**config.mk**
```make
export PLATFORM = sky130hd
export DESIGN_NAME = price_window_indicators
export DESIGN_NICKNAME = d
export VERILOG_FILES = /design/src/sv/pwi_pkg.sv /design/src/sv/price_window_indicators.sv
export VERILOG_INCLUDE_DIRS = /design/src /design/src/sv
export SDC_FILE = /design/constraint.sdc
export NUM_CORES = 2
export LEC_CHECK = 0
export BUFFER_PORTS_ARGS = -buffer_cell sky130_fd_sc_hd__buf_2
export CAP_MARGIN = 15
export CORE_ASPECT_RATIO = 0.6
export CORE_MARGIN = 3
export CORE_UTILIZATION = 58
export CTS_CLUSTER_SIZE = 28
export DETAILED_ROUTE_END_ITERATION = 8
export GPL_TIMING_DRIVEN = 0
export PLACE_DENSITY = 0.73
export SYNTH_ARGS = -nofsm -noshare
export SYNTH_HDL_FRONTEND = slang
export SYNTH_SLANG_ARGS = --single-unit
export TNS_END_PERCENT = 20
```
**constraint.sdc**
```tcl
create_clock -name i_clk -period 21.5 [get_ports i_clk]
set_input_delay 2.15 -clock i_clk [delete_from_list [all_inputs] [get_ports i_clk]]
set_output_delay 2.15 -clock i_clk [all_outputs]
set_load 0.01 [all_outputs]
```
**src/sv/price_window_indicators_assert.svh**
```systemverilog
// Assertion macros shared by the price window indicator RTL.
`ifndef PRICE_WINDOW_INDICATORS_ASSERT_SVH
`define PRICE_WINDOW_INDICATORS_ASSERT_SVH

// Consequent must hold in the same cycle as the antecedent.
`define PWI_ASSERT_SAME(name, clk, rst_n, ante, cons, msg) \
    name: assert property (@(posedge clk) disable iff (!rst_n) (ante) |-> (cons)) \
        else $error(msg);

// Consequent must hold in the cycle after the antecedent.
`define PWI_ASSERT_NEXT(name, clk, rst_n, ante, cons, msg) \
    name: assert property (@(posedge clk) disable iff (!rst_n) (ante) |=> (cons)) \
        else $error(msg);

`endif

```
**src/sv/pwi_pkg.sv**
```systemverilog
// Types and constants for the price window indicator block.
`timescale 1ns / 1ps
package pwi_pkg;

    localparam int RSI_LEN_DEF   = 14;
    localparam int TAIL_LEN_DEF  = 5;
    localparam int SLOPE_LEN_DEF = 10;

    localparam int PRICE_W = 32;
    localparam int RSI_W   = 15;
    localparam int QUO_W   = 32;
    localparam int DCNT_W  = 6;

    // RSI is 100.0 in Q7.8.
    localparam logic [RSI_W-1:0] RSI_FULL = 15'd25600;

    // Quotient bits produced per indicator by the shared divider.
    localparam logic [DCNT_W-1:0] RSI_QBITS   = 6'd15;
    localparam logic [DCNT_W-1:0] TAIL_QBITS  = 6'd32;
    localparam logic [DCNT_W-1:0] SLOPE_QBITS = 6'd31;

    typedef enum logic [6:0] {
        ST_IDLE   = 7'b0000001,
        ST_SCAN   = 7'b0000010,
        ST_LOAD   = 7'b0000100,
        ST_CHECK  = 7'b0001000,
        ST_DIVIDE = 7'b0010000,
        ST_NEXT   = 7'b0100000,
        ST_DONE   = 7'b1000000
    } t_state;

    typedef enum logic [2:0] {
        OP_RSI   = 3'b001,
        OP_TAIL  = 3'b010,
        OP_SLOPE = 3'b100
    } t_op;

endpackage

```
**src/sv/price_window_indicators.sv**
```systemverilog
// Price window indicators: RSI, tail ratio and normalized slope over a price ring.
`timescale 1ns / 1ps
`include "price_window_indicators_assert.svh"
// Each accepted price is written into a ring of the last D prices, where D is the
// largest of RSI_LEN+1, TAIL_LEN and SLOPE_LEN (15 by default). A scan then reads
// the ring newest first, one entry per cycle, and builds the gain and loss sums,
// the tail extremes and the slope numerator and denominator with one
// multiply-accumulate step per entry. The three quotients then run one after
// another on a single radix-2 restoring divider (15, 32 and 31 steps). A result
// is ready sooner when an indicator is not valid or saturates, since the divider
// steps dominate. The input side stalls from the accepted price until its result
// has moved to the output register, so no new price is taken while an item is in
// progress; a finished item waits in the output register while the next price
// is taken.
module price_window_indicators
    import pwi_pkg::*;
#(
    parameter int RSI_LEN   = RSI_LEN_DEF,
    parameter int TAIL_LEN  = TAIL_LEN_DEF,
    parameter int SLOPE_LEN = SLOPE_LEN_DEF
) (
    input  logic                      i_clk,
    input  logic                      i_rst_n,
    input  logic                      i_valid,
    output logic                      o_stall,
    input  logic [PRICE_W-1:0]        i_price,
    output logic                      o_valid,
    input  logic                      i_stall,
    output logic [RSI_W-1:0]          o_rsi,
    output logic                      o_rsi_valid,
    output logic [QUO_W-1:0]          o_tail,
    output logic                      o_tail_valid,
    output logic signed [QUO_W-1:0]   o_slope,
    output logic                      o_slope_valid
);

    localparam int N      = SLOPE_LEN;
    localparam int D0     = (RSI_LEN + 1 > TAIL_LEN) ? RSI_LEN + 1 : TAIL_LEN;
    localparam int D      = (D0 > N) ? D0 : N;
    localparam int PW     = $clog2(D);
    localparam int SW     = $clog2(D + 1);
    localparam int GW     = PRICE_W + $clog2(RSI_LEN);
    localparam int RXW    = GW + 15;
    localparam int SX     = N * (N - 1) / 2;
    localparam int SXX    = (N - 1) * N * (2 * N - 1) / 6;
    localparam int DEN_X  = N * SXX - SX * SX;
    localparam int DXW    = $clog2(DEN_X + 1);
    localparam int COEF0  = N * SX;
    localparam int CW     = $clog2(COEF0 + N * N + 1) + 1;
    localparam int AW0    = PRICE_W + 1 + $clog2(N * COEF0 + 1);
    localparam int AW     = (AW0 > CW + PRICE_W + 1) ? AW0 : CW + PRICE_W + 1;
    localparam int MW     = AW - 1;
    localparam int BW     = PRICE_W + $clog2(N * DEN_X + 1);
    localparam int DW0    = (GW > PRICE_W) ? GW : PRICE_W;
    localparam int DW     = (DW0 > BW) ? DW0 : BW;
    localparam int HW     = (DW > MW - 15) ? DW : MW - 15;

    localparam logic [DXW-1:0]       DEN_X_C    = DXW'(DEN_X);
    localparam logic signed [CW-1:0] COEF0_C    = CW'(COEF0);
    localparam logic signed [CW-1:0] COEF_STEP  = CW'(N * N);

    // Price ring.
    logic [PRICE_W-1:0] r_mem [D];
    logic [PRICE_W-1:0] r_rd_data;

    t_state                r_state, n_state;
    t_op                   r_op, n_op;
    logic [PW-1:0]         r_wr_pos, n_wr_pos;
    logic [PW-1:0]         r_rd_ptr, n_rd_ptr;
    logic [SW-1:0]         r_seen, n_seen;
    logic [SW-1:0]         r_cnt, n_cnt;
    logic [PRICE_W-1:0]    r_price, n_price;
    logic [PRICE_W-1:0]    r_prev, n_prev;
    logic [PRICE_W-1:0]    r_max, n_max;
    logic [PRICE_W-1:0]    r_min, n_min;
    logic [GW-1:0]         r_gain, n_gain;
    logic [GW-1:0]         r_loss, n_loss;
    logic signed [CW-1:0]  r_coef, n_coef;
    logic signed [AW-1:0]  r_acc_a, n_acc_a;
    logic [BW-1:0]         r_acc_b, n_acc_b;
    logic [HW-1:0]         r_num, n_num;
    logic [DW-1:0]         r_den, n_den;
    logic [QUO_W-1:0]      r_lo, n_lo;
    logic [QUO_W-1:0]      r_quo, n_quo;
    logic [DCNT_W-1:0]     r_dcnt, n_dcnt;
    logic                  r_neg, n_neg;
    logic [RSI_W-1:0]      r_rsi, n_rsi;
    logic                  r_rsi_ok, n_rsi_ok;
    logic [QUO_W-1:0]      r_tail, n_tail;
    logic                  r_tail_ok, n_tail_ok;
    logic [QUO_W-1:0]      r_slope, n_slope;
    logic                  r_slope_ok, n_slope_ok;

    logic                  r_out_valid;
    logic [RSI_W-1:0]      r_out_rsi;
    logic                  r_out_rsi_ok;
    logic [QUO_W-1:0]      r_out_tail;
    logic                  r_out_tail_ok;
    logic [QUO_W-1:0]      r_out_slope;
    logic                  r_out_slope_ok;

    logic                  in_acc;
    logic                  out_load;
    logic signed [CW+PRICE_W:0]   prod_a;
    logic [DXW+PRICE_W-1:0]       prod_b;
    logic [RXW-1:0]        rsi_x;
    logic [GW-1:0]         rsi_den;
    logic [PRICE_W-1:0]    tail_up, tail_dn, tail_d;
    logic [AW-1:0]         acc_a_u, a_abs;
    logic [DW:0]           trial, diff;
    logic                  take;
    logic [QUO_W-1:0]      q_nx;

    assign in_acc   = i_valid && !o_stall;
    assign out_load = (r_state == ST_DONE) && (!r_out_valid || !i_stall);
    assign o_stall  = (r_state != ST_IDLE);

    // Scan datapath.
    assign prod_a = r_coef * $signed({1'b0, r_rd_data});
    assign prod_b = r_rd_data * DEN_X_C;

    // Divider setup datapath; 25600 = 2^14 + 2^13 + 2^10.
    assign rsi_x   = RXW'({r_gain, 14'b0}) + RXW'({r_gain, 13'b0}) + RXW'({r_gain, 10'b0});
    assign rsi_den = r_gain + r_loss;
    assign tail_up = r_max - r_price;
    assign tail_dn = r_price - r_min;
    assign tail_d  = (tail_up > tail_dn) ? tail_up : tail_dn;
    assign acc_a_u = r_acc_a;
    assign a_abs   = acc_a_u[AW-1] ? (~acc_a_u + 1'b1) : acc_a_u;

    // One restoring division step.
    assign trial = {r_num[DW-1:0], r_lo[QUO_W-1]};
    assign diff  = trial - {1'b0, r_den};
    assign take  = !diff[DW];
    assign q_nx  = {r_quo[QUO_W-2:0], take};

    always_comb begin
        n_state    = r_state;
        n_op       = r_op;
        n_wr_pos   = r_wr_pos;
        n_rd_ptr   = r_rd_ptr;
        n_seen     = r_seen;
        n_cnt      = r_cnt;
        n_price    = r_price;
        n_prev     = r_prev;
        n_max      = r_max;
        n_min      = r_min;
        n_gain     = r_gain;
        n_loss     = r_loss;
        n_coef     = r_coef;
        n_acc_a    = r_acc_a;
        n_acc_b    = r_acc_b;
        n_num      = r_num;
        n_den      = r_den;
        n_lo       = r_lo;
        n_quo      = r_quo;
        n_dcnt     = r_dcnt;
        n_neg      = r_neg;
        n_rsi      = r_rsi;
        n_rsi_ok   = r_rsi_ok;
        n_tail     = r_tail;
        n_tail_ok  = r_tail_ok;
        n_slope    = r_slope;
        n_slope_ok = r_slope_ok;

        unique case (r_state)
            ST_IDLE: begin
                if (i_valid) begin
                    n_price  = i_price;
                    n_max    = i_price;
                    n_min    = i_price;
                    n_rd_ptr = r_wr_pos;
                    n_wr_pos = (r_wr_pos == PW'(D - 1)) ? '0 : r_wr_pos + 1'b1;
                    if (r_seen != SW'(D)) begin
                        n_seen = r_seen + 1'b1;
                    end
                    n_cnt    = '0;
                    n_gain   = '0;
                    n_loss   = '0;
                    n_coef   = COEF0_C;
                    n_acc_a  = '0;
                    n_acc_b  = '0;
                    n_state  = ST_SCAN;
                end
            end
            ST_SCAN: begin
                // The read issued at count c returns the entry c places back from
                // the newest one at count c+1.
                if (r_cnt != SW'(D)) begin
                    n_rd_ptr = (r_rd_ptr == '0) ? PW'(D - 1) : r_rd_ptr - 1'b1;
                    n_cnt    = r_cnt + 1'b1;
                end else begin
                    n_op    = OP_RSI;
                    n_state = ST_LOAD;
                end
                if (r_cnt != '0) begin
                    n_prev = r_rd_data;
                    if (r_cnt >= SW'(2) && r_cnt <= SW'(RSI_LEN + 1)) begin
                        if (r_prev > r_rd_data) begin
                            n_gain = r_gain + GW'(r_prev - r_rd_data);
                        end else begin
                            n_loss = r_loss + GW'(r_rd_data - r_prev);
                        end
                    end
                    if (r_cnt <= SW'(TAIL_LEN)) begin
                        if (r_rd_data > r_max) begin
                            n_max = r_rd_data;
                        end
                        if (r_rd_data < r_min) begin
                            n_min = r_rd_data;
                        end
                    end
                    if (r_cnt <= SW'(N)) begin
                        n_acc_a = r_acc_a + AW'(prod_a);
                        n_acc_b = r_acc_b + BW'(prod_b);
                        n_coef  = r_coef - COEF_STEP;
                    end
                end
            end
            ST_LOAD: begin
                n_quo   = '0;
                n_state = ST_NEXT;
                unique case (r_op)
                    OP_RSI: begin
                        n_rsi    = '0;
                        n_rsi_ok = (r_seen >= SW'(RSI_LEN + 1)) && (rsi_den != '0);
                        n_num    = HW'(rsi_x[RXW-1:15]);
                        n_den    = DW'(rsi_den);
                        n_lo     = {rsi_x[14:0], 17'b0};
                        n_dcnt   = RSI_QBITS;
                        if (n_rsi_ok) begin
                            n_state = ST_CHECK;
                        end
                    end
                    OP_TAIL: begin
                        n_tail    = '0;
                        n_tail_ok = (r_seen >= SW'(TAIL_LEN)) && (r_price != '0);
                        n_num     = HW'(tail_d[31:16]);
                        n_den     = DW'(r_price);
                        n_lo      = {tail_d[15:0], 16'b0};
                        n_dcnt    = TAIL_QBITS;
                        if (n_tail_ok) begin
                            n_state = ST_CHECK;
                        end
                    end
                    OP_SLOPE: begin
                        n_slope    = '0;
                        n_slope_ok = (r_seen >= SW'(N)) && (r_acc_b != '0);
                        n_neg      = r_acc_a[AW-1];
                        n_num      = HW'(a_abs[MW-1:15]);
                        n_den      = DW'(r_acc_b);
                        n_lo       = {a_abs[14:0], 17'b0};
                        n_dcnt     = SLOPE_QBITS;
                        if (n_slope_ok) begin
                            n_state = ST_CHECK;
                        end
                    end
                    default: begin
                        n_state = ST_NEXT;
                    end
                endcase
            end
            ST_CHECK: begin
                // The quotient overflows its field when the high part of the
                // numerator already reaches the divisor.
                if (r_num >= HW'(r_den)) begin
                    unique case (r_op)
                        OP_RSI:   n_rsi   = '1;
                        OP_TAIL:  n_tail  = '1;
                        OP_SLOPE: n_slope = r_neg ? 32'h8000_0000 : 32'h7FFF_FFFF;
                        default:  n_rsi   = r_rsi;
                    endcase
                    n_state = ST_NEXT;
                end else begin
                    n_state = ST_DIVIDE;
                end
            end
            ST_DIVIDE: begin
                n_num  = HW'(take ? diff[DW-1:0] : trial[DW-1:0]);
                n_lo   = {r_lo[QUO_W-2:0], 1'b0};
                n_quo  = q_nx;
                n_dcnt = r_dcnt - 1'b1;
                if (r_dcnt == DCNT_W'(1)) begin
                    unique case (r_op)
                        OP_RSI:   n_rsi   = q_nx[RSI_W-1:0];
                        OP_TAIL:  n_tail  = q_nx;
                        OP_SLOPE: n_slope = r_neg ? (32'd0 - q_nx) : q_nx;
                        default:  n_rsi   = r_rsi;
                    endcase
                    n_state = ST_NEXT;
                end
            end
            ST_NEXT: begin
                unique case (r_op)
                    OP_RSI: begin
                        n_op    = OP_TAIL;
                        n_state = ST_LOAD;
                    end
                    OP_TAIL: begin
                        n_op    = OP_SLOPE;
                        n_state = ST_LOAD;
                    end
                    default: begin
                        n_state = ST_DONE;
                    end
                endcase
            end
            ST_DONE: begin
                if (!r_out_valid || !i_stall) begin
                    n_state = ST_IDLE;
                end
            end
            default: begin
                n_state = ST_IDLE;
            end
        endcase
    end

    always_ff @(posedge i_clk) begin
        if (in_acc) begin
            r_mem[r_wr_pos] <= i_price;
        end
        r_rd_data <= r_mem[r_rd_ptr];
    end

    always_ff @(posedge i_clk) begin
        if (!i_rst_n) begin
            r_state     <= ST_IDLE;
            r_op        <= OP_RSI;
            r_wr_pos    <= '0;
            r_seen      <= '0;
            r_cnt       <= '0;
            r_dcnt      <= '0;
            r_out_valid <= 1'b0;
        end else begin
            r_state  <= n_state;
            r_op     <= n_op;
            r_wr_pos <= n_wr_pos;
            r_seen   <= n_seen;
            r_cnt    <= n_cnt;
            r_dcnt   <= n_dcnt;
            if (out_load) begin
                r_out_valid <= 1'b1;
            end else if (!i_stall) begin
                r_out_valid <= 1'b0;
            end
        end
    end

    always_ff @(posedge i_clk) begin
        r_rd_ptr   <= n_rd_ptr;
        r_price    <= n_price;
        r_prev     <= n_prev;
        r_max      <= n_max;
        r_min      <= n_min;
        r_gain     <= n_gain;
        r_loss     <= n_loss;
        r_coef     <= n_coef;
        r_acc_a    <= n_acc_a;
        r_acc_b    <= n_acc_b;
        r_num      <= n_num;
        r_den      <= n_den;
        r_lo       <= n_lo;
        r_quo      <= n_quo;
        r_neg      <= n_neg;
        r_rsi      <= n_rsi;
        r_rsi_ok   <= n_rsi_ok;
        r_tail     <= n_tail;
        r_tail_ok  <= n_tail_ok;
        r_slope    <= n_slope;
        r_slope_ok <= n_slope_ok;
        if (out_load) begin
            r_out_rsi      <= r_rsi;
            r_out_rsi_ok   <= r_rsi_ok;
            r_out_tail     <= r_tail;
            r_out_tail_ok  <= r_tail_ok;
            r_out_slope    <= r_slope;
            r_out_slope_ok <= r_slope_ok;
        end
    end

    assign o_valid       = r_out_valid;
    assign o_rsi         = r_out_rsi;
    assign o_rsi_valid   = r_out_rsi_ok;
    assign o_tail        = r_out_tail;
    assign o_tail_valid  = r_out_tail_ok;
    assign o_slope       = r_out_slope;
    assign o_slope_valid = r_out_slope_ok;

    `PWI_ASSERT_SAME(a_rsi_range, i_clk, i_rst_n, o_valid && o_rsi_valid, o_rsi <= RSI_FULL, "rsi above full scale")
    `PWI_ASSERT_SAME(a_tail_flag, i_clk, i_rst_n, o_valid && !o_tail_valid, o_tail == '0, "tail nonzero while its flag is low")
    `PWI_ASSERT_NEXT(a_scan_start, i_clk, i_rst_n, i_valid && !o_stall, r_state == ST_SCAN && r_cnt == '0, "scan did not start after an item")
    `PWI_ASSERT_SAME(a_rem_bound, i_clk, i_rst_n, r_state == ST_DIVIDE, r_num < HW'(r_den), "divider remainder not below divisor")

endmodule
```
Word level (Yosys, flattened, before mapping)

Memory sizes are Yosys's and may differ from the RTL's. A register that Yosys moved wholly into a read port is not among the register bits.
Cells that the tools add are included.

Equality and inequality tests: 41
Multipliers: 2
Mux-type cells: 86
Magnitude comparators: 12
Add/subtract/negate cells: 20
Reductions and logical operators: 41
Bitwise logic cells: 1

Operators by type and width:

| kind                    | number |
|---|---|
| $mux W32                | 20 |
| $pmux W32 S3            | 3 |
| $mux W46                | 6 |
| $pmux W46 S2            | 3 |
| $pmux W46 S3            | 2 |
| $mux W36                | 7 |
| $pmux W32 S2            | 3 |
| $pmux W36 S2            | 2 |
| $add A36 B36 Y36        | 3 |
| $gt A32 B32 Y1          | 3 |
| $mux W15                | 5 |
| $sub A32 B32 Y33        | 2 |
| $sub A32 B32 Y32        | 2 |
| $pmux W31 S2            | 1 |
| $add A50 B49 Y51        | 1 |
| $add A51 B46 Y51        | 1 |
| $pmux W7 S7             | 1 |
| $sub A47 B46 Y47        | 1 |
| $add A46 B42 Y46        | 1 |
| $add A46 B44 Y46        | 1 |
| $ge A46 B46 Y1          | 1 |
| $reduce_bool A46 Y1     | 1 |
| $add A45 B1 Y45 const B | 1 |
| $mux W45                | 1 |
| other kinds (59)        | 131 |

Output and inout port bits: 84
Bits in registers: 656
Memories kept: 1
Memory bits (writable): 480
Input bits: 36
Logic and storage cells: 238

Memories:

| name  | depth | width | rd ports | clocked after memory_dff | wr ports | RTL line                      | source |
|---|---|---|---|---|---|---|---|
| r_mem | 15    | 32    | 1        | 1                        | 1        | price_window_indicators.sv:63 | `logic [PRICE_W-1:0] r_mem [D];` |

Depth between registers and ports, before layout

Depth in word-level cells: 7
Mapped depth: 29

Least setup slack after synthesis

Ideal clock, no wire load.

Kind: input to register
From: input i_valid
To: register r_acc_a[10], in the netlist acc_a_u[10], enable pin
Slack: 13.228 ns
Buffers on the path: 0
Data arrival time: 7.654 ns
Stages on the path: 4
Path through: nand2b_1 o21ai_0 a31o_2 a31oi_1

Cells in the longest elaborated chain, start to end: 2

Ends and longest elaborated chain:

| element                     | RTL line                       | source |
|---|---|---|
| start: declaration          | price_window_indicators.sv:24  | `input logic i_valid,` |
| $ne A2 B2 Y1 (no line)      | -                              |  |
| $reduce_and A4 Y1 (no line) | -                              |  |
| end signal: assignment      | price_window_indicators.sv:359 | `r_acc_a <= n_acc_a;` |
| end: declaration            | price_window_indicators.sv:79  | `logic signed [AW-1:0] r_acc_a, n_acc_a;` |

No other way between the ends.
A chain may end at the register's enable or synchronous reset.

Worst setup path after layout

From: register r_rd_data[7] (read register of r_mem)
To: register r_loss[34], data pin

Cells in the longest elaborated chain, start to end: 6

Ends and longest elaborated chain:

| element                | RTL line                       | source |
|---|---|---|
| start: declaration     | price_window_indicators.sv:64  | `logic [PRICE_W-1:0] r_rd_data;` |
| $sub A32 B32 Y33       | price_window_indicators.sv:202 | `n_loss = r_loss + GW'(r_rd_data - r_prev);` |
| $add A36 B36 Y36       | price_window_indicators.sv:202 |  |
| $mux W36               | price_window_indicators.sv:199 | `if (r_prev > r_rd_data) begin` |
| $mux W36               | price_window_indicators.sv:198 | `if (r_cnt >= SW'(2) && r_cnt <= SW'(RSI_LEN + 1)) begin` |
| $mux W36               | price_window_indicators.sv:196 | `if (r_cnt != '0) begin` |
| $pmux W36 S2           | price_window_indicators.sv:166 | `unique case (r_state)` |
| end signal: assignment | price_window_indicators.sv:357 | `r_loss <= n_loss;` |
| end: declaration       | price_window_indicators.sv:77  | `logic [GW-1:0] r_loss, n_loss;` |

No other way between the ends. The select of a mux whose other input is x is not followed.

==> summary.md <==
| Metric | Value |
|---|---|
| Crit share post-route | `40.4%` |
| # port buffers | `119` |
| Cell count along the critical path | `25` |
| CP top delay family | `compound AO/OA/AOI/OAI gates` |
| Post-synthesis sequential area ratio | `40.3%` |
| Area after DPL | `0.0882 mm²` |
| Worst Skew | `0.0950 ns` |
| Hold Crit Depth | `0` |
| Vias in the first global route | `61,755` |
| Number of remaining DRC errors | `1` |
| Num Clock Sinks | `1,149` |
| Post-synthesis net count | `9,135` |
| Final min period | `8.68 ns` |
| Initial drt markers | `9,613` |
| RD Place Congestion | `1.07` |
| Synth area leader | `edfxtp_1` |
| CP max FO | `10` |
| Clock transition at path regs | `0.07 ns` |
| Dominant synthesized flop cell | `edfxtp_1` |
| Nets | `9,421` |
| Largest cells by area after synthesis | `edfxtp_1, ha_1, fa_1, inv_1, nand2_1` |
| Row cnt | `107` |
| Status | `complete, but fails checks` |
| Post-DP HPWL | `228,000 µm` |
| Cell count after placement | `9,944` |
| First drt pass iteration count | `9` |
| Area of the die | `0.150 mm²` |
| Core ar. | `0.143 mm²` |
| TritonCTS clock tree | `built` |
| Crit path required time | `21.98 ns` |
| Post-synth EDFFs | `1,088` |
| Post-CTS Setup Inserts | `0` |
| Share of the synthesized area in the top cell type | `38.8%` |
| Critical Path Start Type | `register` |
| Vias | `65,110` |
| Final Max Tran Viols | `0` |
| Vias/cell | `6.39` |
| Post-Syn Area per Cell | `10.7 µm²` |
| Setup crit end kind | `register` |
| Commonest non-fill, non-tap cells in the layout | `edfxtp_1, inv_1, ha_1, nand2_1, fa_1` |
| Initial core utilization | `58.8%` |
| Critical-path top delay cell | `dfxtp_1` |
| CP Data Arrival Time | `9.16 ns` |
| Antenna violations before repair | `41` |
| Final Instance Area | `0.0921 mm²` |
| CP dominant cell by count | `a21oi_1` |
| Routed length per instance | `28.2 µm` |
| Grt total ovfl | `0` |
| Yosys warning total | `0` |
| Die Width | `498 µm` |
| Ys async rst share | `0%` |
| RSZ-0062 raised after global routing | `no` |
| Total Wirelength | `287,000 µm` |
| Hold WS | `0.368 ns` |
| Number of synthesized register bits | `1,149` |
| Min-Delay Path Class | `register to register` |
| I/O pins | `120` |
| Clk_lat worst skew | `0.83 ns` |
| Normalized max-slew margin | `9.70%` |
| Critical path type | `register to register` |
| ANT nets after route | `0` |
| Hold-fix buffers, CTS | `0` |
| Worst Reg-to-Reg Cells | `25` |
| FMAX | `115 MHz` |
| GRT Total Usage | `38.0%` |
| Fin cells | `10,185` |
| CTS Buf Count | `108` |
| CTS resizes | `0` |
| Post-Synthesis Cells | `7,868` |
| Area growth, synth to finish | `9.52%` |
| Total negative slack | `0 ns` |
| CTS H-tree depth | `3` |
| Least-Margin Pin Slew | `1.35 ns` |
| CP Buf/Inv Count | `3` |
| Max Cap Viol | `0` |
| Setup violators final | `0` |
| Largest net degree at the start of global routing | `57` |
| First-pass GRT wire length | `416,000 µm` |
| Bufs on Longest Clock Path | `3` |
| Mapped Area | `0.0841 mm²` |
| Die extent in y | `301 µm` |
| Failing checks | `DRC` |
| Clk root buf | `clkbuf_16` |
| Post-synth cell types | `90` |
| Delay of the slowest critical-path stage | `1.15 ns` |
| Most common cell after layout, fill and taps aside | `edfxtp_1` |
| Layout cells sized above 1 | `6.10%` |
| Hold Fails Final Rpt | `0` |
[worst reg2reg max path: stages, from the launching register on]
cell and delay, ns:
dfxtp_1 1.15, clkbuf_1 0.51, inv_1 0.50, ha_1 0.43, clkbuf_1 0.20, and4_1 0.28
a21oi_1 0.15, nand2_1 0.06, a31oi_1 0.29, o21ai_0 0.29, a2111oi_0 0.77, nor3b_1 0.24
o31a_1 0.31, a21oi_1 0.31, ha_1 0.36, a21o_1 0.20, a21oi_1 0.23, nand2b_1 0.08
a2111oi_0 0.65, o211ai_1 0.22, a31oi_1 0.28, nor2b_1 0.07, o21a_1 0.26, o21ai_0 0.23
xor2_1 0.19, nor2_1 0.05
[registers in the layout (all words and copies together), names as in the netlist, 31 cells and up]
signal	cells
r_mem	480
r_acc_b	46
r_den	46
r_num	46
acc_a_u	45
r_gain	36
r_loss	36
o_slope	32
o_tail	32
r_max	32
r_min	32
r_prev	32
r_price	32
r_rd_data	32
r_slope	32
r_tail	32
r_quo	31
[cell families after synthesis]
family                   share of synthesized area [%]
AO/OA/AOI/OAI                                     13.4
XOR/XNOR                                          4.25
adder cells (fa/ha/maj)                           22.5
buffers and inverters                             5.25
flip-flops                                        40.3
multiplexers                                      3.05
AND/OR/NAND/NOR                                   11.3
[per-layer routing]
metal	GRT usage [%]	routed length (µm)	share of wire (%)	up-vias
met5	0.768	298	0.10	-
met3	15.5	46600	16	450
met2	49.6	109000	38	4156
met1	57.8	124000	43	31890
met4	9.68	8000	2.8	15
li1	-	-	-	28599
[area by class of cell]
cell class | count | area, µm²
Fill cell | 11292 | 50900
Multi-Input combinational cell | 5545 | 46000
Sequential cell | 1149 | 33900
Inverter | 886 | 3330
Clock buffer | 148 | 3040
Tap cell | 1907 | 2390
Timing Repair Buffer | 176 | 1640
Buffer | 288 | 1100
Clock inverter | 56 | 633
Antenna cell | 30 | 75.1
[final timing paths]
| check | from | endpoint | slack, ns |
|---|---|---|---|
| hold reg to reg | r_tail[2] | o_tail[2] | 0.37 |
| setup reg to reg | r_rd_data[7] | r_loss[34] | 12.82 |
| hold / removal | r_tail[2] | o_tail[2] | 0.37 |
| setup / recovery | r_rd_data[7] | r_loss[34] | 12.82 |
[metrics by stage]
stage	setup WS, ns	utilization [%]
after global routing	12.39	64.4
after detailed placement	13.17	61.7
final	12.82	64.4
after floorplan	13.23	-
after CTS	13.07	64.3
after global placement	9.28	60.9
[Yosys cell counts, types with 147 or more instances]
| library cell | number |
|---|---|
| nor2_1 | 445 |
| a21o_1 | 233 |
| a21oi_1 | 455 |
| mux2i_1 | 180 |
| fa_1 | 473 |
| xor2_1 | 191 |
| o21ai_0 | 343 |
| clkbuf_1 | 254 |
| edfxtp_1 | 1088 |
| and2_1 | 147 |
| inv_1 | 884 |
| nand2_1 | 634 |
| ha_1 | 758 |
| xnor2_1 | 217 |
Power is left out: the tool's default activity adds up to more than one toggle a clock period on the data nets, which glitch-free logic cannot reach.
